## src/hdl/rsp_pkg.sv

```systemverilog
// Package for the run-length sprite decoder with palette.
// Holds the shared widths, codes and structs; depends on nothing else.
package rsp_pkg;

	localparam int DIM_W = 11;
	localparam int LEN_W = 20;
	localparam int IDX_W = 20;
	localparam int ROW_W = 11;
	localparam int COL_W = 12;
	localparam int RUN_W = 8;
	localparam int BYTE_W = 8;
	localparam int LVL_W = 6;
	localparam int COLOR_W = 3 * LVL_W;
	localparam int ARGB_W = 32;
	localparam int PAL_ENTRIES = 256;
	localparam int PAL_ADDR_W = 8;
	localparam int OP_W = 2;
	localparam int REG_IDX_W = 2;

	localparam int IN_DATA_W = 40;
	localparam int OUT_DATA_W = 56;

	localparam int QUEUE_DEPTH = 4;
	localparam int QPTR_W = $clog2(QUEUE_DEPTH);
	localparam int QCNT_W = $clog2(QUEUE_DEPTH + 1);

	localparam int MAX_WIDTH_DEF = 1024;
	localparam int MAX_HEIGHT_DEF = 1024;

	localparam logic [7:0] ALPHA_FF = 8'hFF;

	// Item kinds
	localparam logic [OP_W-1:0] OP_PAL_WRITE = 2'd0;
	localparam logic [OP_W-1:0] OP_BEGIN = 2'd1;
	localparam logic [OP_W-1:0] OP_DATA = 2'd2;

	// Configuration register indexes
	localparam logic [REG_IDX_W-1:0] REG_WIDTH = 2'd0;
	localparam logic [REG_IDX_W-1:0] REG_HEIGHT = 2'd1;
	localparam logic [REG_IDX_W-1:0] REG_PAYLOAD = 2'd2;

	typedef enum logic [2:0] {
		PH_FINISHED,
		PH_ROW_HEAD,
		PH_SKIP,
		PH_COUNT,
		PH_PIXELS,
		PH_DRAIN
	} phase_t;

	typedef struct packed {
		logic [DIM_W-1:0] width;
		logic [DIM_W-1:0] height;
		logic [LEN_W-1:0] payload_len;
	} cfg_t;

	typedef struct packed {
		logic [OP_W-1:0] op;
		logic [PAL_ADDR_W-1:0] slot;
		logic [LVL_W-1:0] red;
		logic [LVL_W-1:0] green;
		logic [LVL_W-1:0] blue;
		logic [BYTE_W-1:0] code;
	} in_item_t;

	// One decoded result on its way from the decoder to the output stage
	typedef struct packed {
		logic pix;
		logic done;
		logic [IDX_W-1:0] base;
		logic [COL_W-1:0] col;
		logic [COLOR_W-1:0] color;
	} cmd_t;

endpackage

```

## src/hdl/rle_sprite_palette_decoder.sv

```systemverilog
// Run-length sprite decoder with a 256-entry palette, top level.
// Three register stages: the result stage, the queue and the output register.
// Throughput: one input transaction per cycle; s_tready falls only when the result stage and
// the queue hold four results between them, with a fifth in the output register, behind a stalled sink.
// Reset clears configuration to its defaults and all control state; palette contents
// stay undefined until written, with no clearing pass.
module rle_sprite_palette_decoder #(
	parameter int MAX_WIDTH = rsp_pkg::MAX_WIDTH_DEF,
	parameter int MAX_HEIGHT = rsp_pkg::MAX_HEIGHT_DEF
) (
	input  logic                           clk,
	input  logic                           arst_n,
	input  logic                           cfg_wr_en,
	input  logic [rsp_pkg::REG_IDX_W-1:0]  cfg_index,
	input  logic [rsp_pkg::LEN_W-1:0]      cfg_wdata,
	input  logic                           s_tvalid,
	output logic                           s_tready,
	// palette_slot, red_level, green_level, blue_level, code_byte, zero pad
	input  logic [rsp_pkg::IN_DATA_W-1:0]  s_tdata,
	// op
	input  logic [rsp_pkg::OP_W-1:0]       s_tuser,
	output logic                           m_tvalid,
	input  logic                           m_tready,
	// pixel_index, pixel_argb, zero pad
	output logic [rsp_pkg::OUT_DATA_W-1:0] m_tdata,
	// pixel_valid
	output logic [0:0]                     m_tuser,
	// image_done
	output logic                           m_tlast
);
	import rsp_pkg::*;

	logic [DIM_W-1:0] width_q, height_q;
	logic [LEN_W-1:0] payload_len_q;
	cfg_t cfg;
	in_item_t item;
	logic in_accept;
	logic cmd_valid;
	cmd_t cmd;
	logic q_pop, q_not_empty;
	cmd_t q_head;
	logic [QCNT_W-1:0] q_count;
	logic [QCNT_W:0] in_flight;

	always_ff @(posedge clk or negedge arst_n) begin
		if (!arst_n) begin
			width_q <= DIM_W'(1);
			height_q <= DIM_W'(1);
			payload_len_q <= '0;
		end else if (cfg_wr_en) begin
			case (cfg_index)
				REG_WIDTH: width_q <= cfg_wdata[DIM_W-1:0];
				REG_HEIGHT: height_q <= cfg_wdata[DIM_W-1:0];
				REG_PAYLOAD: payload_len_q <= cfg_wdata;
				default: begin
				end
			endcase
		end
	end

	assign cfg = '{width: width_q, height: height_q, payload_len: payload_len_q};
	assign item = '{op: s_tuser, slot: s_tdata[7:0], red: s_tdata[13:8],
		green: s_tdata[19:14], blue: s_tdata[25:20], code: s_tdata[33:26]};

	// Room is reserved for the result that may still sit in the decoder's result stage.
	assign in_flight = {1'b0, q_count} + {{QCNT_W{1'b0}}, cmd_valid};
	assign s_tready = (in_flight < (QCNT_W+1)'(QUEUE_DEPTH));
	assign in_accept = s_tvalid && s_tready;

	rsp_front #(
		.MAX_WIDTH (MAX_WIDTH),
		.MAX_HEIGHT(MAX_HEIGHT)
	) u_front (
		.clk      (clk),
		.arst_n   (arst_n),
		.cfg      (cfg),
		.in_accept(in_accept),
		.item     (item),
		.cmd_valid(cmd_valid),
		.cmd      (cmd)
	);

	rsp_queue u_queue (
		.clk      (clk),
		.arst_n   (arst_n),
		.push     (cmd_valid),
		.push_data(cmd),
		.pop      (q_pop),
		.not_empty(q_not_empty),
		.head     (q_head),
		.count    (q_count)
	);

	rsp_back u_back (
		.clk       (clk),
		.arst_n    (arst_n),
		.head_valid(q_not_empty),
		.head      (q_head),
		.pop       (q_pop),
		.m_tvalid  (m_tvalid),
		.m_tready  (m_tready),
		.m_tdata   (m_tdata),
		.m_tuser   (m_tuser),
		.m_tlast   (m_tlast)
	);

	a_queue_no_overflow: assert property (@(posedge clk) disable iff (!arst_n)
		cmd_valid |-> q_count < QCNT_W'(QUEUE_DEPTH))
		else $error("result queue overflow");

	a_plain_result_is_done: assert property (@(posedge clk) disable iff (!arst_n)
		m_tvalid && !m_tuser[0] |-> m_tlast)
		else $error("result without pixel and without image end");

	a_plain_result_zero: assert property (@(posedge clk) disable iff (!arst_n)
		m_tvalid && !m_tuser[0] |-> m_tdata == '0)
		else $error("result without pixel carries nonzero data");

endmodule

```

## src/hdl/rsp_ram.sv

```systemverilog
// Generic single-write, single-read RAM with a registered read port.
// Stand-alone; no package needed.
module rsp_ram #(
	parameter int WIDTH = 18,
	parameter int DEPTH = 256
) (
	input  logic                     clk,
	input  logic                     we,
	input  logic [$clog2(DEPTH)-1:0] waddr,
	input  logic [WIDTH-1:0]         wdata,
	input  logic [$clog2(DEPTH)-1:0] raddr,
	output logic [WIDTH-1:0]         rdata
);

	logic [WIDTH-1:0] mem_q [DEPTH];

	always_ff @(posedge clk) begin
		if (we) begin
			mem_q[waddr] <= wdata;
		end
		rdata <= mem_q[raddr];
	end

endmodule

```

## src/hdl/rsp_front.sv

```systemverilog
// Front part of the sprite decoder: the row and run state machine, the palette RAM
// and the result stage. Depends on rsp_pkg and rsp_ram.
module rsp_front #(
	parameter int MAX_WIDTH = rsp_pkg::MAX_WIDTH_DEF,
	parameter int MAX_HEIGHT = rsp_pkg::MAX_HEIGHT_DEF
) (
	input  logic              clk,
	input  logic              arst_n,
	input  rsp_pkg::cfg_t     cfg,
	input  logic              in_accept,
	input  rsp_pkg::in_item_t item,
	output logic              cmd_valid,
	output rsp_pkg::cmd_t     cmd
);
	import rsp_pkg::*;

	phase_t phase_q, phase_d;
	logic [ROW_W-1:0] row_q, row_d;
	logic [COL_W-1:0] col_q, col_d;
	logic [RUN_W-1:0] rbc_q, rbc_d;
	logic [RUN_W-1:0] rbu_q, rbu_d;
	logic [RUN_W-1:0] run_q, run_d;
	logic [LEN_W-1:0] pos_q, pos_d;

	logic valid_s1, pix_s1, done_s1;
	logic [IDX_W-1:0] base_s1;
	logic [COL_W-1:0] col_s1;

	logic [DIM_W-1:0] w_eff, h_eff;
	logic [COL_W-1:0] w_col;
	logic [2*DIM_W-1:0] row_prod;
	logic [COLOR_W-1:0] pal_rdata;

	logic pix, done, stop_req, next_req, run_end;
	logic [LEN_W+1:0] stop_p1;
	logic [COL_W-1:0] col_sum;

	assign w_eff = (int'(cfg.width) > MAX_WIDTH) ? DIM_W'(MAX_WIDTH) : cfg.width;
	assign h_eff = (int'(cfg.height) > MAX_HEIGHT) ? DIM_W'(MAX_HEIGHT) : cfg.height;
	assign w_col = {{(COL_W-DIM_W){1'b0}}, w_eff};
	assign row_prod = {{(2*DIM_W-ROW_W){1'b0}}, row_q} * {{DIM_W{1'b0}}, w_eff};

	rsp_ram #(
		.WIDTH(COLOR_W),
		.DEPTH(PAL_ENTRIES)
	) u_palette (
		.clk  (clk),
		.we   (in_accept && item.op == OP_PAL_WRITE),
		.waddr(item.slot),
		.wdata({item.red, item.green, item.blue}),
		.raddr(item.code),
		.rdata(pal_rdata)
	);

	always_ff @(posedge clk or negedge arst_n) begin
		if (!arst_n) begin
			phase_q <= PH_FINISHED;
			row_q <= '0;
			col_q <= '0;
			rbc_q <= '0;
			rbu_q <= '0;
			run_q <= '0;
			pos_q <= '0;
		end else begin
			phase_q <= phase_d;
			row_q <= row_d;
			col_q <= col_d;
			rbc_q <= rbc_d;
			rbu_q <= rbu_d;
			run_q <= run_d;
			pos_q <= pos_d;
		end
	end

	always_comb begin
		phase_d = phase_q;
		row_d = row_q;
		col_d = col_q;
		rbc_d = rbc_q;
		rbu_d = rbu_q;
		run_d = run_q;
		pos_d = pos_q;
		pix = 1'b0;
		done = 1'b0;
		stop_req = 1'b0;
		next_req = 1'b0;
		run_end = 1'b0;
		stop_p1 = '0;
		col_sum = '0;
		if (in_accept) begin
			case (item.op)
				OP_BEGIN: begin
					row_d = '0;
					col_d = '0;
					rbc_d = '0;
					rbu_d = '0;
					run_d = '0;
					pos_d = '0;
					if (h_eff == '0) begin
						phase_d = PH_FINISHED;
						done = 1'b1;
					end else begin
						phase_d = PH_ROW_HEAD;
					end
				end
				OP_DATA: begin
					if (phase_q != PH_FINISHED) begin
						pos_d = pos_q + LEN_W'(1);
						if (phase_q == PH_ROW_HEAD) begin
							if (item.code == '0) begin
								next_req = 1'b1;
							end else begin
								rbc_d = item.code;
								rbu_d = '0;
								col_d = '0;
								phase_d = PH_SKIP;
							end
						end else begin
							rbu_d = rbu_q + RUN_W'(1);
							case (phase_q)
								PH_DRAIN: begin
									if (rbu_d >= rbc_q) begin
										next_req = 1'b1;
									end
								end
								PH_SKIP: begin
									col_sum = col_q + {{(COL_W-BYTE_W){1'b0}}, item.code};
									col_d = col_sum;
									if (col_sum >= w_col) begin
										stop_req = 1'b1;
										stop_p1 = {2'b00, pos_q} + (LEN_W+2)'(1);
									end else begin
										phase_d = PH_COUNT;
									end
								end
								PH_COUNT: begin
									run_d = item.code;
									if (item.code == '0) begin
										run_end = 1'b1;
									end else begin
										phase_d = PH_PIXELS;
									end
								end
								PH_PIXELS: begin
									pix = (col_q < w_col);
									col_d = col_q + COL_W'(1);
									run_d = run_q - RUN_W'(1);
									run_end = (run_d == '0);
								end
								default: begin
								end
							endcase
							if (run_end) begin
								if (col_d >= w_col ||
								    ({1'b0, rbu_d} + 9'd1) >= {1'b0, rbc_q}) begin
									stop_req = 1'b1;
									stop_p1 = {2'b00, pos_q} + (LEN_W+2)'(2);
								end else begin
									phase_d = PH_SKIP;
								end
							end
							// Row byte count used up without an earlier stop.
							if (phase_q != PH_DRAIN && !stop_req && rbu_d >= rbc_q) begin
								stop_req = 1'b1;
								stop_p1 = {2'b00, pos_q} + (LEN_W+2)'(2);
							end
						end
					end
				end
				default: begin
				end
			endcase
			if (stop_req) begin
				if (stop_p1 >= {2'b00, cfg.payload_len}) begin
					phase_d = PH_FINISHED;
					done = 1'b1;
				end else if (rbu_d >= rbc_d) begin
					next_req = 1'b1;
				end else begin
					phase_d = PH_DRAIN;
				end
			end
			if (next_req) begin
				row_d = row_q + ROW_W'(1);
				col_d = '0;
				if (row_d >= h_eff) begin
					phase_d = PH_FINISHED;
					done = 1'b1;
				end else begin
					phase_d = PH_ROW_HEAD;
				end
			end
		end
	end

	// Result stage; the palette read for the same byte lands alongside it.
	always_ff @(posedge clk or negedge arst_n) begin
		if (!arst_n) begin
			valid_s1 <= 1'b0;
			pix_s1 <= 1'b0;
			done_s1 <= 1'b0;
		end else begin
			valid_s1 <= pix || done;
			pix_s1 <= pix;
			done_s1 <= done;
		end
	end

	always_ff @(posedge clk) begin
		base_s1 <= row_prod[IDX_W-1:0];
		col_s1 <= col_q;
	end

	assign cmd_valid = valid_s1;
	assign cmd = '{pix: pix_s1, done: done_s1, base: base_s1, col: col_s1,
		color: pix_s1 ? pal_rdata : '0};

	a_begin_starts_row: assert property (@(posedge clk) disable iff (!arst_n)
		in_accept && item.op == OP_BEGIN && h_eff != '0 |=> phase_q == PH_ROW_HEAD)
		else $error("begin transaction did not open the first row");

	a_idle_byte_silent: assert property (@(posedge clk) disable iff (!arst_n)
		in_accept && item.op == OP_DATA && phase_q == PH_FINISHED |=> !valid_s1)
		else $error("byte after the end of the image produced a result");

	a_palette_silent: assert property (@(posedge clk) disable iff (!arst_n)
		in_accept && item.op == OP_PAL_WRITE |=> !valid_s1)
		else $error("palette write produced a result");

endmodule

```

## src/hdl/rsp_queue.sv

```systemverilog
// Short result queue between the decoder and the output stage.
// Depends on rsp_pkg.
module rsp_queue (
	input  logic                       clk,
	input  logic                       arst_n,
	input  logic                       push,
	input  rsp_pkg::cmd_t              push_data,
	input  logic                       pop,
	output logic                       not_empty,
	output rsp_pkg::cmd_t              head,
	output logic [rsp_pkg::QCNT_W-1:0] count
);
	import rsp_pkg::*;

	cmd_t entry_q [QUEUE_DEPTH];
	logic [QPTR_W-1:0] wr_ptr_q, rd_ptr_q;
	logic [QCNT_W-1:0] count_q;

	always_ff @(posedge clk or negedge arst_n) begin
		if (!arst_n) begin
			wr_ptr_q <= '0;
			rd_ptr_q <= '0;
			count_q <= '0;
		end else begin
			if (push) begin
				wr_ptr_q <= wr_ptr_q + QPTR_W'(1);
			end
			if (pop) begin
				rd_ptr_q <= rd_ptr_q + QPTR_W'(1);
			end
			if (push && !pop) begin
				count_q <= count_q + QCNT_W'(1);
			end else if (pop && !push) begin
				count_q <= count_q - QCNT_W'(1);
			end
		end
	end

	always_ff @(posedge clk) begin
		if (push) begin
			entry_q[wr_ptr_q] <= push_data;
		end
	end

	assign not_empty = (count_q != '0);
	assign head = entry_q[rd_ptr_q];
	assign count = count_q;

endmodule

```

## src/hdl/rsp_back.sv

```systemverilog
// Output stage: forms pixel index and ARGB colour and holds the result for the sink.
// Depends on rsp_pkg.
module rsp_back (
	input  logic                           clk,
	input  logic                           arst_n,
	input  logic                           head_valid,
	input  rsp_pkg::cmd_t                  head,
	output logic                           pop,
	output logic                           m_tvalid,
	input  logic                           m_tready,
	output logic [rsp_pkg::OUT_DATA_W-1:0] m_tdata,
	output logic [0:0]                     m_tuser,
	output logic                           m_tlast
);
	import rsp_pkg::*;

	logic valid_q, pix_q, done_q;
	logic [IDX_W-1:0] index_q;
	logic [ARGB_W-1:0] argb_q;
	logic [LVL_W-1:0] red, green, blue;

	assign pop = head_valid && (!valid_q || m_tready);
	assign {red, green, blue} = head.color;

	always_ff @(posedge clk or negedge arst_n) begin
		if (!arst_n) begin
			valid_q <= 1'b0;
		end else if (pop) begin
			valid_q <= 1'b1;
		end else if (m_tready) begin
			valid_q <= 1'b0;
		end
	end

	always_ff @(posedge clk) begin
		if (pop) begin
			pix_q <= head.pix;
			done_q <= head.done;
			if (head.pix) begin
				index_q <= head.base + {{(IDX_W-COL_W){1'b0}}, head.col};
				argb_q <= {ALPHA_FF, red, 2'b00, green, 2'b00, blue, 2'b00};
			end else begin
				index_q <= '0;
				argb_q <= '0;
			end
		end
	end

	assign m_tvalid = valid_q;
	assign m_tdata = {{(OUT_DATA_W-ARGB_W-IDX_W){1'b0}}, argb_q, index_q};
	assign m_tuser = pix_q;
	assign m_tlast = done_q;

endmodule

```

## config.mk

```make
export PLATFORM = sky130hd
export DESIGN_NAME = rle_sprite_palette_decoder
export DESIGN_NICKNAME = d
export VERILOG_FILES = /design/src/hdl/rsp_pkg.sv /design/src/hdl/rle_sprite_palette_decoder.sv /design/src/hdl/rsp_ram.sv /design/src/hdl/rsp_front.sv /design/src/hdl/rsp_queue.sv /design/src/hdl/rsp_back.sv
export SDC_FILE = /design/constraint.sdc
export NUM_CORES = 2
export LEC_CHECK = 0
export BUFFER_PORTS_ARGS = -buffer_cell sky130_fd_sc_hd__clkbuf_2
export CAP_MARGIN = 10
export CORE_ASPECT_RATIO = 1.75
export CORE_MARGIN = 2
export CORE_UTILIZATION = 25
export CTS_CLUSTER_DIAMETER = 60
export DETAILED_ROUTE_END_ITERATION = 10
export MAX_ROUTING_LAYER = met4
export SYNTH_ARGS = -nofsm -noshare
export SYNTH_HDL_FRONTEND = slang
export SYNTH_MEMORY_MAX_BITS = 65536
export SYNTH_SLANG_ARGS = --single-unit
```

## constraint.sdc

```tcl
create_clock -name clk -period 18 [get_ports clk]
set_input_delay 0.9 -clock clk [delete_from_list [all_inputs] [get_ports clk]]
set_output_delay 0.9 -clock clk [all_outputs]
set_load 0.005 [all_outputs]
```

==> Word level (Yosys, flattened, before mapping) <==
Memory sizes are Yosys's and may differ from the RTL's. A register that Yosys moved wholly into a read port is not among the register bits.
Index checks and enable logic that the tools add are counted.
{ "totals": {"ff_bits": 209, "ram_bits": 4816, "n_memories": 2, "out_inout_bits": 60, "elab_cells": 205, "input_bits": 69} }
{ "classes": {"n_addsub": 15, "n_mux": 104, "order_cmp": 11, "n_mul": 1, "n_reduce_logical": 33, "eq_ne": 15} }
{ "memory_table": {"columns": ["memory", "words", "width", "rd", "rd_clocked_by_memory_dff", "wr", "line_no", "source"], "rows": [
  ["u_front.u_palette.mem_q", 256, 18, 1, 1, 1, "rsp_ram.sv:15", "logic [WIDTH-1:0] mem_q [DEPTH];"],
  ["u_queue.entry_q", 4, 52, 1, 0, 1, "rsp_queue.sv:15", "cmd_t entry_q [QUEUE_DEPTH];"]
]} }
{ "op_table": {"columns": ["operator", "count"], "rows": [
  ["two-way mux 22 bit", 9],
  ["two-way mux 12 bit", 8],
  ["two-way mux 8 bit", 10],
  ["one-hot mux 8 bit (2 select lines)", 4],
  ["one-hot mux 12 bit (2 select lines)", 2],
  ["two-way mux 1 bit", 47],
  ["two-way mux 11 bit", 4],
  ["one-hot mux 20 bit (2 select lines)", 1],
  ["two-way mux 3 bit", 13],
  ["two-way mux 32 bit", 1],
  [">= comparator 12 x 11 -> 1 bit", 2],
  [">= comparator 22 x 20 -> 1 bit", 1],
  ["greater-than comparator 11 bit, second input constant", 2],
  ["adder 20 x 1 -> 21 bit, second input constant", 1],
  ["adder 20 x 2 -> 21 bit, second input constant", 1],
  ["adder 20 x 1 -> 20 bit, second input constant", 1],
  ["adder 20 x 12 -> 20 bit", 1],
  ["multiplier 11 x 11 -> 20 bit", 1],
  ["two-way mux 20 bit", 1],
  ["two-way mux 18 bit", 1],
  [">= comparator 8 bit", 2],
  ["zero test 8 bit", 2],
  ["adder 12 x 1 -> 12 bit, second input constant", 1],
  ["adder 12 x 8 -> 12 bit", 1],
  ["other kinds (35)", 62]
]} }

==> Logic depth before layout (Yosys ltp) <==
{ "logic_depth": {"word_depth": 29, "ltp_mapped": 34, "depth_no_buf": 32} }

==> Hierarchy <==
From an unflattened synthesis, not the netlist that was laid out.
{ "hier_totals": {"hier_cells": 10371, "hier_area_um2": 202559.3} }
{ "modules_own_cells": {"columns": ["mod", "n_inst", "cells_per_inst", "area_each_um2", "seq_area_each_um2"], "rows": [
  ["rsp_ram", 1, 8281, 178222.2, 138733.1],
  ["rsp_front", 1, 1483, 12369.4, 2467.4],
  ["rsp_queue", 1, 305, 7957.6, 6421.2],
  ["rsp_back", 1, 208, 2407.3, 1226.2],
  ["rle_sprite_palette_decoder", 1, 94, 1602.8, 1053.5]
]} }

==> Worst setup path before layout <==
OpenSTA, ideal clock, no wires.
{ "synth_timing": {"path_kind": "input port to flip-flop", "start": "input port s_tdata[26] (netlist bit)", "end": "register u_front.row_q[2]", "path_stages": 33, "n_path_buf": 2, "arrival_time_ps": 7255, "path_slack_ps": 10620, "required_ps": 17875, "setup_ps": 125, "path_cell_list": "ha_1 > fa_1 > a21o_1 > a21oi_1 > o21bai_1 > a21oi_1 > o21bai_1 > a21oi_1 > a211o_1 > xnor2_1 > ha_1 > a211oi_1 > o21ai_0 > a211oi_1 > o21ai_1 > a211oi_2 > a21boi_1 > or2_2 > o21ai_1 > clkbuf_1 > a311oi_1 > ha_1 > nor2_1 > a2111oi_0 > nand3_1 > o211ai_1 > nor3_1 > a31oi_2 > nor3_4 > a21oi_4 > nand2b_4 > buf_6 > mux2_4"} }
{ "synth_between": {"elab_chain_cells": 28} }
{ "synth_rtl": {"columns": ["element", "line_no", "source"], "rows": [
  ["from (decl)", "rle_sprite_palette_decoder.sv:19", "input logic [rsp_pkg::IN_DATA_W-1:0] s_tdata,"],
  ["adder 12 x 8 -> 12 bit", "rsp_front.sv:127", "col_sum = col_q + {{(COL_W-BYTE_W){1'b0}}, item.code};"],
  ["one-hot mux 12 bit (2 select lines)", "rsp_front.sv:120", "case (phase_q)"],
  ["two-way mux 12 bit", "rsp_front.sv:109", "if (phase_q == PH_ROW_HEAD) begin"],
  ["two-way mux 12 bit", "rsp_front.sv:107", "if (phase_q != PH_FINISHED) begin"],
  ["two-way mux 12 bit", "rsp_front.sv:91", "case (item.op)"],
  ["two-way mux 12 bit", "rsp_front.sv:90", "if (in_accept) begin"],
  [">= comparator 12 x 11 -> 1 bit", "rsp_front.sv:154", "if (col_d >= w_col ||"],
  ["logical OR 1 bit", "rsp_front.sv:154", null],
  ["[... 12 more ...]", null, null],
  ["two-way mux 22 bit", "rsp_front.sv:91", null],
  ["two-way mux 22 bit", "rsp_front.sv:90", null],
  [">= comparator 22 x 20 -> 1 bit", "rsp_front.sv:174", "if (stop_p1 >= {2'b00, cfg.payload_len}) begin"],
  ["two-way mux 1 bit", "rsp_front.sv:174", null],
  ["two-way mux 1 bit (*)", "rsp_front.sv:173", "if (stop_req) begin"],
  ["two-way mux 1 bit (*)", "rsp_front.sv:90", null],
  ["nonzero test 2 bit (no source line)", null, null],
  ["AND reduction 2 bit (no source line)", null, null],
  ["to (signal assigned)", "rsp_front.sv:66", "row_q <= row_d;"],
  ["to (decl)", "rsp_front.sv:18", "logic [ROW_W-1:0] row_q, row_d;"]
]} }
Every way passes the cells marked *; elsewhere a longest branch is shown, timed or not. The select of a mux whose other input is x is not followed.
A chain may end at the register's enable or synchronous reset.

==> Final worst setup path <==
{ "layout_timing": {"start": "register u_front.phase_q[2]", "end": "register u_front.col_q[11]"} }
{ "layout_between": {"elab_chain_cells": 28} }
{ "layout_rtl": {"columns": ["element", "line_no", "source"], "rows": [
  ["from (decl)", "rsp_front.sv:17", "phase_t phase_q, phase_d;"],
  ["from (signal assigned)", "rsp_front.sv:65", "phase_q <= phase_d;"],
  ["== test 3 bit / == test 3 x 2 -> 1 bit (equally long branches)", "rsp_front.sv:120", null],
  ["one-hot mux 12 bit (2 select lines)", "rsp_front.sv:120", null],
  ["two-way mux 12 bit", "rsp_front.sv:109", null],
  ["two-way mux 12 bit", "rsp_front.sv:107", null],
  ["two-way mux 12 bit", "rsp_front.sv:91", null],
  ["two-way mux 12 bit", "rsp_front.sv:90", null],
  [">= comparator 12 x 11 -> 1 bit", "rsp_front.sv:154", null],
  ["logical OR 1 bit", "rsp_front.sv:154", null],
  ["[... 12 more ...]", null, null],
  ["two-way mux 22 bit", "rsp_front.sv:91", null],
  ["two-way mux 22 bit", "rsp_front.sv:90", null],
  [">= comparator 22 x 20 -> 1 bit", "rsp_front.sv:174", null],
  ["two-way mux 1 bit", "rsp_front.sv:174", null],
  ["two-way mux 1 bit", "rsp_front.sv:173", null],
  ["two-way mux 1 bit", "rsp_front.sv:90", null],
  ["inequality test 4 bit (no source line) (tied with other cells)", null, null],
  ["AND reduction 4 bit (no source line)", null, null],
  ["to (signal assigned)", "rsp_front.sv:67", "col_q <= col_d;"],
  ["to (decl)", "rsp_front.sv:19", "logic [COL_W-1:0] col_q, col_d;"]
]} }
Parallel ways exist; a longest one is shown, timed or not. The select of a mux whose other input is x is not followed.

==> results.json <==
{
  "status": "finished clean",
  "max_freq_ghz": 0.111,
  "ys_types": 81,
  "syn_inst": 8968,
  "required_ns": 18.88,
  "synth_xor_area_frac": 0.00337,
  "r2r_end": "u_front.col_q[11]$_DFFE_PN0P_",
  "place_hpwl_mm": 323,
  "gr-total-overflow": 0,
  "drc_errors": 0,
  "cts_root_buf": "clkbuf_16",
  "fill_cells": 77280,
  "cts_hold_buf": 1,
  "yosys.area_share.adder": 0.0191,
  "dieHeight_mm": 1.19,
  "postRouteWirelength_mm": 515,
  "multi_input_area_um2": 47800,
  "finalMaxSlewViolations": 0,
  "syn_area_um2": 200000,
  "wl_met1_mm": 176,
  "grt_max_degree": 177,
  "maxCapViolations": 0,
  "cts_max_level": 5,
  "cts_resized": 0,
  "final_antenna_net_count": 0,
  "cts_buffer_depth": 4,
  "r2r_cells": 26,
  "hold_end": "u_back.m_tvalid$_DFFE_PN0P_",
  "fin_util": 0.287,
  "ys.warnings.count": 0,
  "hp-start": "m_tready",
  "fin_crit_sh": 0.499,
  "wl_met2_mm": 294,
  "path_max_fanout": 32,
  "r2r_slack_ns": 9.02,
  "slew_headroom": 0.111,
  "numPortBuffers": 112,
  "ios": 129,
  "drt-initial-drc-count": 9048,
  "core_um2": 798000,
  "fin_crit_ns": 8.98,
  "grt_setup_unrepaired": "no",
  "setup_violations": 0,
  "synth_mux_area_frac": 0.181,
  "grt_pass1_vias": 96596,
  "die_area_um2": 808000,
  "grt_use_total": 0.127,
  "insertion_delay_ns": 1.02,
  "end_kind": "flop",
  "drive_gt1_frac": 0.294,
  "routed.top_layer": "met4",
  "crit_path_start_kind": "flop",
  "r2r-start": "u_front.phase_q[2]$_DFFE_PN0P_",
  "wl_met3_mm": 22.6,
  "antenna_found_initial": 43,
  "syn-mean-instance-area_um2": 22.3,
  "synth_ff_type": "edfxtp_1",
  "seq_area_um2": 150000,
  "finalSetupTns_ns": 0,
  "async_reset_ff_frac": 0.0245,
  "fin_skew_ns": 0.106,
  "drt-vias-per-instance": 4.54,
  "final_cell_mix": "edfxtp_1 (4856), mux4_2 (1581), clkbuf_16 (405)",
  "synth_seq_cells": 5029,
  "clk_pin_slew_worst_paths_ns": 0.07,
  "cts_made_buffers": 401,
  "syn_to_final_growth_pct": 14.4,
  "synth_top_family_by_area": "multiplexers",
  "grt_first_pass_wirelength_mm": 726,
  "hold_class": "primary input to flop",
  "nets": 9728,
  "place_congestion": 0.832,
  "die_x_um": 680,
  "arrival_ns": 9.87,
  "seq_area_frac_synth": 0.749,
  "synth_compound_area_frac": 0.0125,
  "row_count": 434,
  "clock-sinks": 5029,
  "path_class": "flop to flop",
  "final_common_cell": "edfxtp_1",
  "fin_area_um2": 229000,
  "synth.largest_area_cell": "edfxtp_1",
  "place_area_um2": 215000,
  "cts_setup_buffers": 0,
  "synthSimpleGateAreaFrac": 0.0206,
  "powerDensity_nw_per_um2": 107,
  "worst-slew-pin-transition_ns": 1.33,
  "synth_top_area_frac": 0.729,
  "ir_drop_uv": 108,
  "cts_tree": "done",
  "start_util": 0.251,
  "p_leak_nw": 70.4,
  "synth_edf_count": 4856,
  "synth_area_leaders": "edfxtp_1 (73%), mux4_2 (18%), dfrtp_1 (1.5%), ha_1 (1.1%), fa_1 (0.82%)",
  "dr.pass1.iters": 7,
  "hold_depth": 2,
  "via_count": 92009,
  "wl_per_cell_um": 25.4,
  "hold_violations": 0
}
[logic make-up after synthesis]
| kind of cell | after synthesis |
|---|---|
| AND/OR/NAND/NOR | 897 |
| buffers and inverters | 685 |
| other | 1 |
| XOR/XNOR | 77 |
| adder cells (fa/ha/maj) | 256 |
| AO/OA/AOI/OAI | 387 |
| multiplexers | 1636 |
| flip-flops | 5029 |
[power breakdown]
| group | switching (W) | internal (W) | total (W) | leakage [nW] |
|---|---|---|---|---|
| Sequential | 0.000150 | 0.0130 | 0.0131 | 45.6 |
| Clock | 0.00423 | 0.00479 | 0.00902 | 6.42 |
| Combinational | 0.00144 | 0.000954 | 0.00240 | 18.4 |
| Total | 0.00582 | 0.0187 | 0.0245 | 70.4 |
[critical path, stage by stage, from the launching register on]
cell	delay (ns)
dfrtp_1	0.64
or3b_1	0.83
nor4_1	0.66
a31oi_1	0.18
o21ai_2	0.18
xor2_1	0.19
ha_1	0.26
a211oi_1	0.25
o21ai_0	0.12
a211oi_1	0.21
o21ai_1	0.18
a211oi_2	0.35
a21boi_1	0.14
or2_2	0.37
o21ai_1	0.88
a311oi_1	0.14
ha_1	0.36
o21ai_0	0.08
a2111oi_0	0.54
nand3_1	0.14
o211ai_1	0.46
nor3_1	0.14
a31oi_2	0.28
nor3_4	0.08
a21oi_4	0.50
a21o_1	0.49
a221o_1	0.23
[how the worst max path moves through the flow]
stage          slack (ns)                            end  cells after the start                           start
2_1_floorplan       10.62   u_front.row_q[2]$_DFFE_PN0P_                     33                     s_tdata[26]
3_3_place_gp         8.53  u_front.col_q[11]$_DFFE_PN0P_                     32                     s_tdata[26]
3_5_place_dp         8.57  u_front.col_q[11]$_DFFE_PN0P_                     32                     s_tdata[26]
4_1_cts              9.13   u_front.row_q[6]$_DFFE_PN0P_                     26  u_front.phase_q[2]$_DFFE_PN0P_
5_1_grt              8.35   u_front.col_q[8]$_DFFE_PN0P_                     31    u_front.col_q[0]$_DFFE_PN0P_
6_report             9.02  u_front.col_q[11]$_DFFE_PN0P_                     26  u_front.phase_q[2]$_DFFE_PN0P_
[metrics by stage]
step	hold slack, ns	total power (W)	std cells	setup slack (ns)
after floorplan	0.345	0.0148	8977	10.62
after CTS	0.0517	0.0248	20200	9.13
after global routing	0.117	0.0253	20252	8.35
after global placement	0.444	0.0158	19463	8.53
final	0.134	0.0245	20263	9.02
after detailed placement	0.457	0.0158	19463	8.57
[flip-flops by register name (all words and copies together), names as in the netlist, 2 cells and up]
name                     flops
u_queue.entry_q            208
u_front.phase_q              3
u_front.row_q               11
width_q                     11
u_front.u_palette.mem_q   4608
u_front.pos_q               20
u_back.argb_q               19
u_front.run_q                8
u_back.index_q              20
payload_len_q               20
u_front.col_q               12
u_front.rbc_q                8
u_front.col_s1              12
u_front.rbu_q                8
u_queue.wr_ptr_q             2
u_front.u_palette.rdata     18
height_q                    11
u_queue.count                3
u_front.base_s1             20
u_queue.rd_ptr_q             2
[cell usage after synthesis, types with 18 or more instances]
cell / n
clkbuf_1: 296
a21oi_1: 82
fa_1: 82
mux2_2: 44
o21ai_0: 131
xnor2_1: 49
nor2_1: 360
dfrtp_1: 121
buf_1: 55
nand3_1: 57
buf_4: 18
mux4_2: 1581
nor3_1: 27
edfxtp_1: 4856
dfxtp_1: 50
nor2b_1: 34
ha_1: 174
and2_1: 106
nand2_1: 223
and3_1: 26
buf_2: 110
xor2_1: 28
inv_1: 202
[layer usage]
layer	global-route usage	vias to the layer above
li1	-	38264
met3	0.0122	731
met2	0.244	2750
met4	0.0527	0
met5	-	-
met1	0.131	50264
[cell type report]
cell class	instances	area share
flip-flops and latches	5029	0.655
repair buffers	505	0.0167
inverters	203	0.00333
well taps	10464	0.0572
multi-input cells	3263	0.209
clock buffers	481	0.0459
clock inverters	255	0.0119
diodes	63	0.000689
No activity file was read; power rests on OpenSTA's default activity.
